<file path="src/hdl/srt_pkg.sv">
// Package for the snapshot revision tracker: constants, relation codes,
// controller state type and the controller/datapath command and status structs.
// No dependencies.
package srt_pkg;

  localparam int RETIRED_DEPTH_DEF = 16;
  localparam int ID_W = 32;
  localparam int DIST_W = 32;
  localparam int REL_W = 3;

  localparam logic CMD_ACCEPT = 1'b0;
  localparam logic CMD_QUERY = 1'b1;

  typedef enum logic [REL_W-1:0] {
    REL_EXACT = 3'd0,
    REL_NEWER = 3'd1,
    REL_OLDER = 3'd2,
    REL_DIFFERENT = 3'd3,
    REL_RETIRED = 3'd4,
    REL_POLICY = 3'd5,
    REL_MALFORMED = 3'd6
  } rel_t;

  typedef enum logic [1:0] {
    S_IDLE,
    S_SCAN,
    S_DECIDE
  } state_t;

  typedef struct packed {
    logic load_in;    // capture item, clear scan index and hit flags
    logic scan_issue; // read the next retired entry
    logic commit;     // apply decision, load result register
  } ctl_t;

  typedef struct packed {
    logic scan_done;  // every entry below the fill count has been read
  } sts_t;

endpackage

</file>
<file path="src/hdl/srt_datapath.sv">
// Datapath of the snapshot revision tracker: item capture, current identity,
// retired-ID memory with its scan compare, decision logic and result register.
// Depends on srt_pkg.
module srt_datapath
  import srt_pkg::*;
#(
  parameter int RETIRED_DEPTH = RETIRED_DEPTH_DEF
) (
  input  logic                     clk,
  input  logic                     rst,
  input  ctl_t                     ctl,
  output sts_t                     sts,
  input  logic                     cmd,
  input  logic                     grid_ok,
  input  logic [ID_W-1:0]          producer_id,
  input  logic [ID_W-1:0]          rev_number,
  input  logic [ID_W-1:0]          fingerprint,
  input  logic signed [DIST_W-1:0] critical_mm,
  input  logic signed [DIST_W-1:0] preferred_mm,
  output logic                     accepted,
  output logic [REL_W-1:0]         relation_code,
  output logic                     retire_overflow,
  output logic                     have_current
);

  localparam int AW = (RETIRED_DEPTH > 1) ? $clog2(RETIRED_DEPTH) : 1;
  localparam int CW = $clog2(RETIRED_DEPTH + 1);
  localparam logic [CW-1:0] DEPTH_C = CW'(RETIRED_DEPTH);

  // captured item
  logic                     in_cmd;
  logic                     in_grid;
  logic [ID_W-1:0]          in_prod;
  logic [ID_W-1:0]          in_rev;
  logic [ID_W-1:0]          in_fp;
  logic signed [DIST_W-1:0] in_crit;
  logic signed [DIST_W-1:0] in_pref;

  // current snapshot identity
  logic            cur_valid;
  logic [ID_W-1:0] cur_prod;
  logic [ID_W-1:0] cur_rev;
  logic [ID_W-1:0] cur_fp;

  logic [ID_W-1:0] retired_mem [RETIRED_DEPTH];
  logic [CW-1:0]   count;
  logic [CW-1:0]   idx;
  logic [ID_W-1:0] rdata;
  logic            cmp_en;
  logic            hit_prod;
  logic            hit_cur;

  logic            ok;
  logic            do_retire;
  logic            room;
  logic [REL_W-1:0] rel;

  assign sts.scan_done = (idx == count);
  assign room = (count < DEPTH_C);

  always_comb begin
    ok = in_grid && (in_prod != '0) && (in_rev != '0) && (in_fp != '0) &&
         !in_crit[DIST_W-1] && (in_pref >= in_crit) && !hit_prod &&
         !(cur_valid && (in_prod == cur_prod) && (in_rev <= cur_rev));
    do_retire = ok && cur_valid && (in_prod != cur_prod) && !hit_cur;
  end

  always_comb begin
    priority if (!cur_valid || in_prod == '0 || in_rev == '0 || in_fp == '0) begin
      rel = REL_MALFORMED;
    end else if (in_prod != cur_prod) begin
      rel = hit_prod ? REL_RETIRED : REL_DIFFERENT;
    end else if (in_fp != cur_fp) begin
      rel = REL_POLICY;
    end else if (in_rev == cur_rev) begin
      rel = REL_EXACT;
    end else if (cur_rev > in_rev) begin
      rel = REL_NEWER;
    end else begin
      rel = REL_OLDER;
    end
  end

  // retired-ID memory: one write port at commit, one registered read port for the scan
  always_ff @(posedge clk) begin
    if (ctl.commit && in_cmd == CMD_ACCEPT && do_retire && room) begin
      retired_mem[count[AW-1:0]] <= cur_prod;
    end
    if (ctl.scan_issue) begin
      rdata <= retired_mem[idx[AW-1:0]];
    end
  end

  always_ff @(posedge clk) begin
    if (ctl.load_in) begin
      in_cmd  <= cmd;
      in_grid <= grid_ok;
      in_prod <= producer_id;
      in_rev  <= rev_number;
      in_fp   <= fingerprint;
      in_crit <= critical_mm;
      in_pref <= preferred_mm;
    end
    if (ctl.commit) begin
      accepted        <= (in_cmd == CMD_ACCEPT) && ok;
      relation_code   <= (in_cmd == CMD_ACCEPT) ? REL_EXACT : rel;
      retire_overflow <= (in_cmd == CMD_ACCEPT) && do_retire && !room;
      have_current    <= cur_valid || ((in_cmd == CMD_ACCEPT) && ok);
    end
  end

  always_ff @(posedge clk) begin
    if (rst) begin
      cur_valid <= 1'b0;
      cur_prod  <= '0;
      cur_rev   <= '0;
      cur_fp    <= '0;
      count     <= '0;
      idx       <= '0;
      cmp_en    <= 1'b0;
      hit_prod  <= 1'b0;
      hit_cur   <= 1'b0;
    end else begin
      cmp_en <= ctl.scan_issue;
      if (ctl.load_in) begin
        idx      <= '0;
        hit_prod <= 1'b0;
        hit_cur  <= 1'b0;
      end else begin
        if (ctl.scan_issue) begin
          idx <= idx + CW'(1);
        end
        // the compare uses the registered read data, in the cycle after the read was issued
        if (cmp_en) begin
          hit_prod <= hit_prod || (rdata == in_prod);
          hit_cur  <= hit_cur || (rdata == cur_prod);
        end
      end
      if (ctl.commit && in_cmd == CMD_ACCEPT && ok) begin
        cur_valid <= 1'b1;
        cur_prod  <= in_prod;
        cur_rev   <= in_rev;
        cur_fp    <= in_fp;
        if (do_retire && room) begin
          count <= count + CW'(1);
        end
      end
    end
  end

endmodule

</file>
<file path="src/hdl/srt_ctrl.sv">
// Controller of the snapshot revision tracker: sequences capture, memory scan
// and commit, and owns the input ready and result valid handshake flags.
// Depends on srt_pkg.
module srt_ctrl
  import srt_pkg::*;
(
  input  logic clk,
  input  logic rst,
  input  logic in_valid,
  output logic in_ready,
  output logic out_valid,
  input  logic out_ready,
  input  sts_t sts,
  output ctl_t ctl
);

  state_t state;
  state_t state_next;
  logic   slot_free;

  assign slot_free = !out_valid || out_ready;

  always_comb begin
    state_next = state;
    unique case (state)
      S_IDLE:   if (in_valid) state_next = S_SCAN;
      S_SCAN:   if (sts.scan_done) state_next = S_DECIDE;
      S_DECIDE: if (slot_free) state_next = S_IDLE;
      default:  state_next = S_IDLE;
    endcase
  end

  always_comb begin
    in_ready       = 1'b0;
    ctl.load_in    = 1'b0;
    ctl.scan_issue = 1'b0;
    ctl.commit     = 1'b0;
    unique case (state)
      S_IDLE: begin
        in_ready    = 1'b1;
        ctl.load_in = in_valid;
      end
      S_SCAN:   ctl.scan_issue = !sts.scan_done;
      S_DECIDE: ctl.commit = slot_free;
      default: begin
        in_ready = 1'b0;
      end
    endcase
  end

  always_ff @(posedge clk) begin
    if (rst) begin
      state     <= S_IDLE;
      out_valid <= 1'b0;
    end else begin
      state <= state_next;
      if (ctl.commit) begin
        out_valid <= 1'b1;
      end else if (out_ready) begin
        out_valid <= 1'b0;
      end
    end
  end

endmodule

</file>
<file path="src/hdl/snapshot_revision_tracker_unit.sv">
// Top level of the snapshot revision tracker: controller plus datapath.
// Depends on srt_pkg, srt_ctrl, srt_datapath.
//
//   channel  handshake             payload
//   in       in_valid / in_ready   cmd grid_ok producer_id rev_number fingerprint
//                                  critical_mm preferred_mm
//   out      out_valid / out_ready accepted relation_code retire_overflow have_current
//
// An item passes through capture, then one read per retired entry through the
// single memory read port plus a step to finish the scan, and then a decide
// step that loads the result register.
// Synchronous reset clears the current identity and the fill count; the memory
// itself is never cleared, only entries below the fill count are read.
// A new item is taken while the previous result waits; a stalled output holds
// the block in its decide step.
module snapshot_revision_tracker_unit
  import srt_pkg::*;
#(
  parameter int RETIRED_DEPTH = RETIRED_DEPTH_DEF
) (
  input  logic                     clk,
  input  logic                     rst,
  input  logic                     in_valid,
  output logic                     in_ready,
  input  logic                     cmd,
  input  logic                     grid_ok,
  input  logic [ID_W-1:0]          producer_id,
  input  logic [ID_W-1:0]          rev_number,
  input  logic [ID_W-1:0]          fingerprint,
  input  logic signed [DIST_W-1:0] critical_mm,
  input  logic signed [DIST_W-1:0] preferred_mm,
  output logic                     out_valid,
  input  logic                     out_ready,
  output logic                     accepted,
  output logic [REL_W-1:0]         relation_code,
  output logic                     retire_overflow,
  output logic                     have_current
);

  ctl_t ctl;
  sts_t sts;

  srt_ctrl u_ctrl (
    .clk       (clk),
    .rst       (rst),
    .in_valid  (in_valid),
    .in_ready  (in_ready),
    .out_valid (out_valid),
    .out_ready (out_ready),
    .sts       (sts),
    .ctl       (ctl)
  );

  srt_datapath #(
    .RETIRED_DEPTH (RETIRED_DEPTH)
  ) u_datapath (
    .clk             (clk),
    .rst             (rst),
    .ctl             (ctl),
    .sts             (sts),
    .cmd             (cmd),
    .grid_ok         (grid_ok),
    .producer_id     (producer_id),
    .rev_number      (rev_number),
    .fingerprint     (fingerprint),
    .critical_mm     (critical_mm),
    .preferred_mm    (preferred_mm),
    .accepted        (accepted),
    .relation_code   (relation_code),
    .retire_overflow (retire_overflow),
    .have_current    (have_current)
  );

endmodule

</file>
<file path="config.mk">
export PLATFORM = sky130hd
export DESIGN_NAME = snapshot_revision_tracker_unit
export DESIGN_NICKNAME = d
export VERILOG_FILES = /design/src/hdl/srt_pkg.sv /design/src/hdl/srt_datapath.sv /design/src/hdl/srt_ctrl.sv /design/src/hdl/snapshot_revision_tracker_unit.sv
export SDC_FILE = /design/constraint.sdc
export NUM_CORES = 1
export LEC_CHECK = 0
export ABC_AREA = 1
export BUFFER_PORTS_ARGS = -buffer_cell sky130_fd_sc_hd__buf_2
export CAP_MARGIN = 30
export CORE_ASPECT_RATIO = 0.9
export CORE_MARGIN = 3
export CORE_UTILIZATION = 40
export CTS_BUF_LIST = sky130_fd_sc_hd__clkbuf_8 sky130_fd_sc_hd__clkbuf_16
export CTS_CLUSTER_SIZE = 20
export DETAILED_ROUTE_END_ITERATION = 12
export HOLD_SLACK_MARGIN = 0.15
export PLACE_DENSITY = 0.57
export SYNTH_ARGS = -nofsm -noshare
export SYNTH_HDL_FRONTEND = slang
export SYNTH_SLANG_ARGS = --single-unit
</file>
<file path="constraint.sdc">
create_clock -name clk -period 13.6 [get_ports clk]
set_clock_uncertainty 0.15 [all_clocks]
set_input_delay 1.36 -clock clk [delete_from_list [all_inputs] [get_ports clk]]
set_output_delay 1.36 -clock clk [all_outputs]
set_load 0.005 [all_outputs]
</file>
==> flow_summary.yaml, run 1 <==
global_routing:
  grtUsageTotal_pct: 18.9
  antenna_found_initial: 9
  grt_overflow_total: 0
  grt_pass1_wl_um: 128000
  grt_max_degree: 193
  first_global_vias: 21700
worst_hold_path:
  min_path_type: "flip-flop to flip-flop"
outcome:
  status: "finished, final reports clean"
pwr:
  power.total_w: 0.00516
  power-per-cell-area_nw_per_um2: 134
  power_frac_comb_pct: 2.6
  netSwitchingPower_w: 0.00105
  switching_share_pct: 20.3
  p_leak_nw: 13.6
  power.share.clock_pct: 43.2
  p_int_w: 0.00411
  peakVddDrop_mv: 0.0992
  seq_power_share_pct: 54.2
timing:
  whs_ns: 0.309
  final-setup-viol-count: 0
  relSlewSlack_pct: 32.7
  grt_setup_unrepaired: "false"
  hold_violations: 0
  fin_crit_ns: 4.85
  min_period_over_period_pct: 35.7
  max_freq_ghz: 0.206
  tightest_slew_ns: 1.00
  setup_tns_ns: 0
  slew_viol_final: 0
critical_path:
  slowest_delay_ns: 0.81
  path_max_fanout: 29
  cp_slowest_cell: "nor2_4"
  cp-start-kind: "input pin"
  crit_top_cell: "nand2_1"
  critPathCaptureType: "flip-flop"
  path_cells: "buf_2 > nor2_1 > nor3_1 > nand2_1 > nor2_4 > nand2_1 > inv_2 > nand2_1 > nor2_4 > buf_4"
  required_ns: 13.75
  worstPathArrival_ns: 5.00
  critical_path_class: "input pin to flip-flop"
route:
  via_count: 21900
  totalWireLength_um: 83900
  initialDrtViolationCount: 2117
  antenna_left: 0
  wl_per_cell_um: 20.4
  drc: 0
  avgViaCountPerCell: 5.32
  firstDrtPassIters: 5
clocking:
  cts_tree: "built"
  cts_buffers: 85
  htreeDepth: 3
  insertion_delay_ns: 0.63
  postCtsSetupBuffers: 0
  post_cts_resize_count: 0
  cts_root_buf: "clkbuf_16"
  path_clk_slew_ns: 0.06
  clock-sinks: 825
  holdBufCountCts: 0
  ctsLongestPathBuffers: 3
placed_design:
  hpwl_um: 52300
  routabilityCongestion: 0.853
  port_buffers: 173
  place_inst: 3963
yosys:
  syn_area_um2: 33600
  synth_cells: 2768
  synth_seq_cells: 825
  yosysWarnings: 0
  avgSynthCellArea_um2: 12.2
  synth.distinct_cells: 49
  synth_fp_nets: 3003
  yosysSeqAreaShare_pct: 70.3
floorplanning:
  die_x_um: 312
  initial_core_util_pct: 40.5
  ioPinCount: 174
  die_h_um: 281
  rows: 100
  core_area_um2: 83100
  dieArea_um2: 87600
final_layout:
  final_cells: 4121
  fillCellCount: 7453
  mostFrequentLayoutCells: "edfxtp_1, o21ai_0, nor2_1"
  area_delta_synth_final_pct: 14.4
  final_nets: 3163
  drive_gt1_share_pct: 13.9
  postLayoutCoreUtil_pct: 46.3
  layout_commonest_cell: "edfxtp_1"
run:
  max_cap_viol_count: 0
layer usage:
metal | GRT usage (%) | part of all wire (%)
met2 | 30.4 | 46
met3 | 3.66 | 6.9
met4 | 5.44 | 2.3
met5 | 0 | 0.073
met1 | 26.2 | 44
critical path, delay by kind of cell:
family | cells | cell delay (ns)
simple gates | 7 | 2.94
buf+inv | 3 | 0.67
worst paths after layout:
| path | startpoint | endpoint | slack (ns) | cells past startpoint |
|---|---|---|---|---|
| max | out_ready | u_datapath.retired_mem[10][24] | 8.75 | 10 |
| min | u_datapath.cur_rev[18] | u_datapath.cur_rev[18] | 0.31 | 2 |
| max reg2reg | u_datapath.cur_prod[14] | u_datapath.retired_mem[10][24] | 8.86 | 15 |
| min reg2reg | u_datapath.cur_rev[18] | u_datapath.cur_rev[18] | 0.31 | 2 |
synthesized netlist by cell type (all sizes together):
| master | count | share of area, % |
|---|---|---|
| edfxtp | 712 | 64 |
| o21ai | 347 | 5.2 |
| nor2 | 339 | 3.8 |
| nand2 | 325 | 3.8 |
| inv | 194 | 2.2 |
| a21oi | 138 | 2.3 |
| clkbuf | 113 | 1.3 |
| dfxtp | 113 | 6.7 |
| o22ai | 80 | 1.5 |
| nand3 | 77 | 1.2 |
| ha | 69 | 2.6 |
| o221ai | 56 | 1.5 |
| nand4 | 46 | 0.90 |
| xnor2 | 29 | 0.76 |
| xor2 | 22 | 0.57 |
| nor4 | 21 | 0.39 |
| buf | 20 | 0.45 |
| nor3 | 12 | 0.19 |
| o2111ai | 11 | 0.29 |
| or2 | 11 | 0.20 |
| o211ai | 10 | 0.22 |
| o21a | 5 | 0.11 |
| a21o | 4 | 0.089 |
| clkinv | 3 | 0.033 |
| a211oi | 2 | 0.045 |
| a211o | 1 | 0.026 |
| a21boi | 1 | 0.022 |
| a221o | 1 | 0.030 |
| a221oi | 1 | 0.026 |
| a31oi | 1 | 0.019 |
| and3 | 1 | 0.019 |
| nand3b | 1 | 0.022 |
| nor3b | 1 | 0.022 |
| nor4b | 1 | 0.026 |
flip-flops by register name, summed over array words and instances (netlist names), 3 cells and up:
signal,cells
u_datapath.cur_prod,32
u_datapath.in_prod,32
u_datapath.cur_rev,32
u_datapath.in_pref,32
u_datapath.relation_code,3
u_datapath.count,5
u_datapath.in_crit,32
u_datapath.retired_mem,512
u_datapath.idx,5
u_datapath.in_fp,32
u_datapath.in_rev,32
u_datapath.rdata,32
u_datapath.cur_fp,32
power groups by stage:
stage               combinational (W)  sequential, W  clock [W]
floorplan                   0.0000816        0.00284          0
global placement             0.000130        0.00285          0
detailed placement           0.000137        0.00285          0
CTS                          0.000138        0.00279    0.00229
global route                 0.000156        0.00280    0.00238
finish                       0.000135        0.00279    0.00223
final cells by class:
class                           count  area [um^2]  share of cell area [%]
Clock buffer                       95         2320                    6.03
Clock inverter                     59          363                   0.943
Tap cell                         1122         1400                    3.65
Timing Repair Buffer              206         1200                    3.11
Inverter                          197          751                    1.95
Multi-Input combinational cell   1613         8790                    22.8
Antenna cell                        4         10.0                  0.0260
Sequential cell                   825        23700                    61.4
kinds of logic (layout without fill, tap and decap cells):
kind of cell | after synthesis | count (layout) | synth area share, %
and+or+nand+nor | 835 | 835 | 10.6
DFF | 825 | 825 | 70.3
AOI/OAI and AO/OA | 658 | 658 | 11.2
buffers and inverters | 330 | 557 | 3.93
adders and majority gates | 69 | 69 | 2.57
xor gates and xnor gates | 51 | 51 | 1.33
other | 0 | 4 | 0
metrics by stage:
stage	setup slack (ns)	instance area [um^2]
final	8.75	38500
after global routing	8.47	38500
after CTS	8.80	38500
after detailed placement	8.13	35800
after global placement	8.15	35700
after floorplan	8.15	33600
No activity file was read; power rests on OpenSTA's default activity.
==> inputs of run 2 (changes only) <==
==> constraint.sdc (replaced) <==
create_clock -name clk -period 4.53 [get_ports clk]
set_clock_uncertainty 0.15 [all_clocks]
set_input_delay 0.453 -clock clk [delete_from_list [all_inputs] [get_ports clk]]
set_output_delay 0.453 -clock clk [all_outputs]
set_load 0.005 [all_outputs]
==> run 2 against run 1 <==
First-iteration DRC count shrank 5.5%; core utilization increased by 2.5 points; worst hold slack worse by 0.11 ns; register-to-register slack lost 8.2 ns; critical path type is now flip-flop to flip-flop; highest routed layer is now met4.
==> flow_summary.yaml, run 2 (same netlist as run 1, synthesis figures left out) <==
critical_path:
  worstPathArrival_ns: 4.02
  rrSetupSlack_ns: 0.69
  critPathCaptureType: "flip-flop"
  cp-startpoint: "u_datapath.in_rev[27]"
  required_ns: 4.71
  r2r-start: "u_datapath.in_rev[27]"
  critical_path_class: "flip-flop to flip-flop"
  path_max_fanout: 19
  reg2regPathDepth: 15
  r2r_end: "u_datapath.retired_mem[1][31]"
  cp-start-kind: "flip-flop"
run:
  max_cap_viol_count: 0
global_routing:
  grt_max_degree: 199
  grtUsageTotal_pct: 19.6
  grt_use_met1_pct: 26.6
  grt_overflow_total: 0
  antenna_found_initial: 2
  grt.busiest_layer: "met2"
  first_global_vias: 22700
  use_met3_pct: 3.00
  grt_pass1_wl_um: 133000
  global_route.usage.met2_pct: 32.7
timing:
  tightest_slew_ns: 1.04
  max_freq_ghz: 0.260
  final-setup-viol-count: 0
  grt_setup_unrepaired: "false"
  slew_viol_final: 0
  min_period_over_period_pct: 84.8
  hold_violations: 0
  setup_tns_ns: 0
  relSlewSlack_pct: 30.4
  fin_crit_ns: 3.84
clocking:
  post_cts_resize_count: 0
  htreeDepth: 3
  ctsLongestPathBuffers: 3
  path_clk_slew_ns: 0.06
  clock-sinks: 825
  cts_buffers: 82
  holdBufCountCts: 164
  cts_tree: "built"
  postCtsSetupBuffers: 0
  insertion_delay_ns: 0.65
  cts_root_buf: "clkbuf_16"
route:
  wl_per_cell_um: 20.2
  antenna_left: 0
  via_count: 22900
  avgViaCountPerCell: 5.31
  initialDrtViolationCount: 2001
  totalWireLength_um: 87200
  firstDrtPassIters: 8
  drc: 0
floorplanning:
  ioPinCount: 174
  dieArea_um2: 87600
  initial_core_util_pct: 40.5
  die_h_um: 281
  core_area_um2: 83100
  rows: 100
  die_x_um: 312
final_layout:
  final_nets: 3362
  layout_commonest_cell: "edfxtp_1"
  mostFrequentLayoutCells: "edfxtp_1, o21ai_0, nor2_1"
  finalInstanceArea_um2: 40500
  area_delta_synth_final_pct: 20.5
  drive_gt1_share_pct: 14.2
  largest_register_ffs: 512
outcome:
  status: "finished, final reports clean"
worst_hold_path:
  min_to: "u_datapath.cur_fp[10]"
  min_path_type: "input pin to flip-flop"
  hp-start: "rst"
  whs_path_depth: 3
pwr:
  p_leak_nw: 14.5
  peakVddDrop_mv: 0.325
  power.total_w: 0.0156
  power-per-cell-area_nw_per_um2: 385
placed_design:
  placed_area_um2: 36200
  port_buffers: 173
  routabilityCongestion: 0.853
  hpwl_um: 54600
## run 2: layer usage
metal | vias to the layer above | wire length [um]
met4 | 0 | 2480
met3 | 143 | 4920
met1 | 11300 | 38400
met2 | 743 | 41500
li1 | 10700 | -
met5 | - | 0
## run 2: worst max path at each step
stage	slack (ns)	depth (start not counted)	end
2_1_floorplan	0.72	14	u_datapath.retired_mem[13][0]
3_3_place_gp	0.50	14	u_datapath.retired_mem[4][16]
3_5_place_dp	0.65	15	u_datapath.retired_mem[1][17]
4_1_cts	0.61	15	u_datapath.retired_mem[1][31]
5_1_grt	0.35	15	u_datapath.retired_mem[1][31]
6_report	0.69	15	u_datapath.retired_mem[1][31]
## run 2: area by class of cell
type	instances	area, um^2
Multi-Input combinational cell	1613	8790
Clock inverter	57	454
Inverter	197	749
Fill cell	7287	42500
Clock buffer	91	2200
Timing Repair Buffer	408	3280
Antenna cell	3	7.51
Sequential cell	825	23700
Tap cell	1122	1400
## run 2: worst max-delay path, cell delays in order, from the launching register on
cell	delay (ns)
edfxtp_1	0.42
ha_1	0.34
nand4_1	0.12
nor3_2	0.18
and3_1	0.22
nand2_1	0.08
nand2_1	0.08
nand2_1	0.06
nand2_2	0.09
nand3_2	0.12
nor2_4	0.22
nand2_1	0.16
inv_2	0.11
nand2_1	0.23
nor2_4	0.67
buf_16	0.24
## run 2: per-stage QoR
stage,utilization (%),instances,worst slack [ns],hold WS [ns]
global placement,43.3,3989,0.499,0.295
finish,48.8,4316,0.691,0.200
global route,48.8,4314,0.351,0.182
detailed placement,43.6,4001,0.646,0.305
CTS,48.8,4313,0.606,0.157
floorplan,-,2768,0.719,0.285
## run 2: power by group
| part | switching (W) | total [W] | internal, W | leakage, nW |
|---|---|---|---|---|
| clock network | 0.00286 | 0.00669 | 0.00383 | 1.38 |
| logic | 0.000281 | 0.000541 | 0.000259 | 5.52 |
| registers | 0.0000760 | 0.00837 | 0.00830 | 7.56 |
==> inputs of run 3 (changes only) <==
--- a/config.mk
+++ b/config.mk
@@ -15,7 +15,7 @@
 export CTS_CLUSTER_SIZE = 20
 export DETAILED_ROUTE_END_ITERATION = 12
 export HOLD_SLACK_MARGIN = 0.15
-export PLACE_DENSITY = 0.57
+export PLACE_DENSITY = 0.59
 export SYNTH_ARGS = -nofsm -noshare
 export SYNTH_HDL_FRONTEND = slang
 export SYNTH_SLANG_ARGS = --single-unit
==> constraint.sdc (replaced) <==
create_clock -name clk -period 3.15 [get_ports clk]
set_clock_uncertainty 0.15 [all_clocks]
set_input_delay 0.315 -clock clk [delete_from_list [all_inputs] [get_ports clk]]
set_output_delay 0.315 -clock clk [all_outputs]
set_load 0.005 [all_outputs]
==> run 3 against run 2 <==
Worst setup slack worse by 0.64 ns; design area grew 2.8%; sequential share of layout area down 1.6 points; critical path type unchanged; largest power group unchanged; highest routed layer unchanged.
==> flow_summary.yaml, run 3 (same netlist as run 1, synthesis figures left out) <==
floorplanning:
  rows: 100
  dieArea_um2: 87600
  die_x_um: 312
  core_area_um2: 83100
  initial_core_util_pct: 40.5
  die_h_um: 281
  ioPinCount: 174
clocking:
  cts_buffers: 84
  path_clk_slew_ns: 0.06
  cts_root_buf: "clkbuf_16"
  htreeDepth: 3
  insertion_delay_ns: 0.63
  cts_tree: "built"
  clock-sinks: 825
  ctsLongestPathBuffers: 3
placed_design:
  place_ws_ns: -0.0314
  hpwl_um: 57300
  placed_area_um2: 36800
  routabilityCongestion: 0.873
  port_buffers: 173
timing:
  final-setup-viol-count: 0
  tightest_slew_ns: 0.884
  fin_crit_ns: 3.10
  min_period_over_period_pct: 98.5
  relSlewSlack_pct: 40.9
  max_freq_ghz: 0.322
  finalWorstSetupSlack_ns: 0.0466
  slew_viol_final: 0
  hold_violations: 0
  grt_setup_unrepaired: "true"
final_layout:
  fillCellCount: 7147
  drive_gt1_share_pct: 17.0
  mostFrequentLayoutCells: "edfxtp_1, o21ai_0, nor2_1"
  final_nets: 3430
  seq_area_um2: 23700
  finalInstanceArea_um2: 41700
  largest_register_ffs: 512
  area_delta_synth_final_pct: 23.9
  multi_input_area_um2: 9010
  layout_commonest_cell: "edfxtp_1"
  postLayoutCoreUtil_pct: 50.2
pwr:
  p_int_w: 0.0183
  switching_share_pct: 20.4
  power-per-cell-area_nw_per_um2: 552
  power_frac_comb_pct: 3.7
  seq_power_share_pct: 52.4
  p_leak_nw: 14.9
  netSwitchingPower_w: 0.00468
  power.share.clock_pct: 43.8
  peakVddDrop_mv: 0.370
worst_hold_path:
  min_to: "u_datapath.in_rev[20]"
  min_path_type: "input pin to flip-flop"
  whs_path_depth: 2
  hp-start: "rev_number[20]"
route:
  via_count: 23400
  initialDrtViolationCount: 2400
  drc: 0
  totalWireLength_um: 90900
  firstDrtPassIters: 5
  wl_per_cell_um: 20.7
  avgViaCountPerCell: 5.34
  antenna_left: 0
critical_path:
  rrSetupSlack_ns: 0.05
  cp_slowest_cell: "edfxtp_1"
  worstPathArrival_ns: 3.30
  required_ns: 3.35
  r2r-start: "u_datapath.in_rev[26]"
  crit_top_cell: "nand2_4"
  critPathCaptureType: "flip-flop"
  critPathTopFamily: "simple AND/OR/NAND/NOR gates"
  path_buf_inv: 4
  cp-start-kind: "flip-flop"
  path_cells: "ha_4 > nand4_1 > nor3_2 > and3_4 > nand2_4 > nand2_4 > nand2_2 > nand2_2 > nand3_4 > nor2_4 > nand2_4 > inv_4 > buf_6 > nand2_4 > nor2_4 > buf_12 > clkbuf_16"
  critical_path_class: "flip-flop to flip-flop"
  r2r_end: "u_datapath.retired_mem[12][23]"
  path_max_fanout: 7
  reg2regPathDepth: 17
  slowest_delay_ns: 0.44
global_routing:
  grtUsageTotal_pct: 20.3
  grt_pass1_wl_um: 137000
  antenna_found_initial: 1
  grt_max_degree: 94
  grt_overflow_total: 0
  first_global_vias: 23000
outcome:
  status: "finished, final reports clean"
run:
  max_cap_viol_count: 0
run 3: cell count changes in the layout (fill, tap and decap cells not counted), moves of 8 or more:
cell / change
ha_4: +8
nand2_2: +10
buf_12: +23
nand2_1: -14
buf_4: +33
ha_1: -8
run 3: through the flow:
stage / cells / hold slack [ns] / total power [W] / TNS, ns
after floorplan: 2768 / 0.264 / 0.0126 / -44.57
after global placement: 4050 / 0.293 / 0.0129 / 0
after detailed placement: 4050 / 0.304 / 0.0129 / -0.622
after CTS: 4374 / 0.191 / 0.0232 / 0
after global routing: 4384 / 0.216 / 0.0237 / -9.90
final: 4384 / 0.234 / 0.0230 / 0
run 3: how the worst max path moves through the flow:
stage	from	to	slack, ns	cells after the start
4_1_cts	u_datapath.in_pref[19]	u_datapath.retired_mem[8][24]	0.03	19
2_1_floorplan	u_ctrl.state[0]	u_datapath.idx[2]	-0.37	7
5_1_grt	u_datapath.in_rev[26]	u_datapath.retired_mem[12][23]	-0.10	17
3_3_place_gp	u_datapath.in_pref[23]	u_datapath.retired_mem[4][0]	0.03	18
6_report	u_datapath.in_rev[26]	u_datapath.retired_mem[12][23]	0.05	17
3_5_place_dp	u_datapath.in_pref[23]	u_datapath.retired_mem[6][24]	-0.03	18
run 3: power groups by stage:
stage                     combinational [W]  clock, W  sequential, W
final                              0.000856    0.0101         0.0121
after global routing               0.000956    0.0107         0.0121
after CTS                          0.000825    0.0103         0.0121
after floorplan                    0.000354         0         0.0123
after global placement             0.000628         0         0.0123
after detailed placement           0.000647         0         0.0123
run 3: timing repair:
action,4_1_cts,5_1_grt
hold buffers,167,0
buffers inserted,3,8
cloned,2,3
endpoints found under the hold margin,268,0
pin swaps,1,29
resized for setup,18,38
setup endpoints to repair,100,470
run 3: worst reg2reg max path: cells and delay by family (launching register included):
family	cells	cell delay [ns]
fa+ha+maj	1	0.30
buf+inv	4	0.51
flops	1	0.44
simple gates	12	1.43
run 3: area by class of cell:
| cell class | instances | share of cell area (%) |
|---|---|---|
| Antenna cell | 1 | 0.00600 |
| Clock buffer | 91 | 5.41 |
| Clock inverter | 61 | 1.30 |
| Multi-Input combinational cell | 1613 | 21.6 |
| Inverter | 197 | 1.80 |
| Timing Repair Buffer | 474 | 9.76 |
| Tap cell | 1122 | 3.37 |
| Sequential cell | 825 | 56.7 |
run 3: layer usage:
metal  track usage, %  up-vias  wire length [um]
li1                 -    10900                 -
met1             27.9    11400             38700
met2             33.0      952             42500
met3             3.61      135              7250
met4             6.19        0              2420
met5                0        -                 0
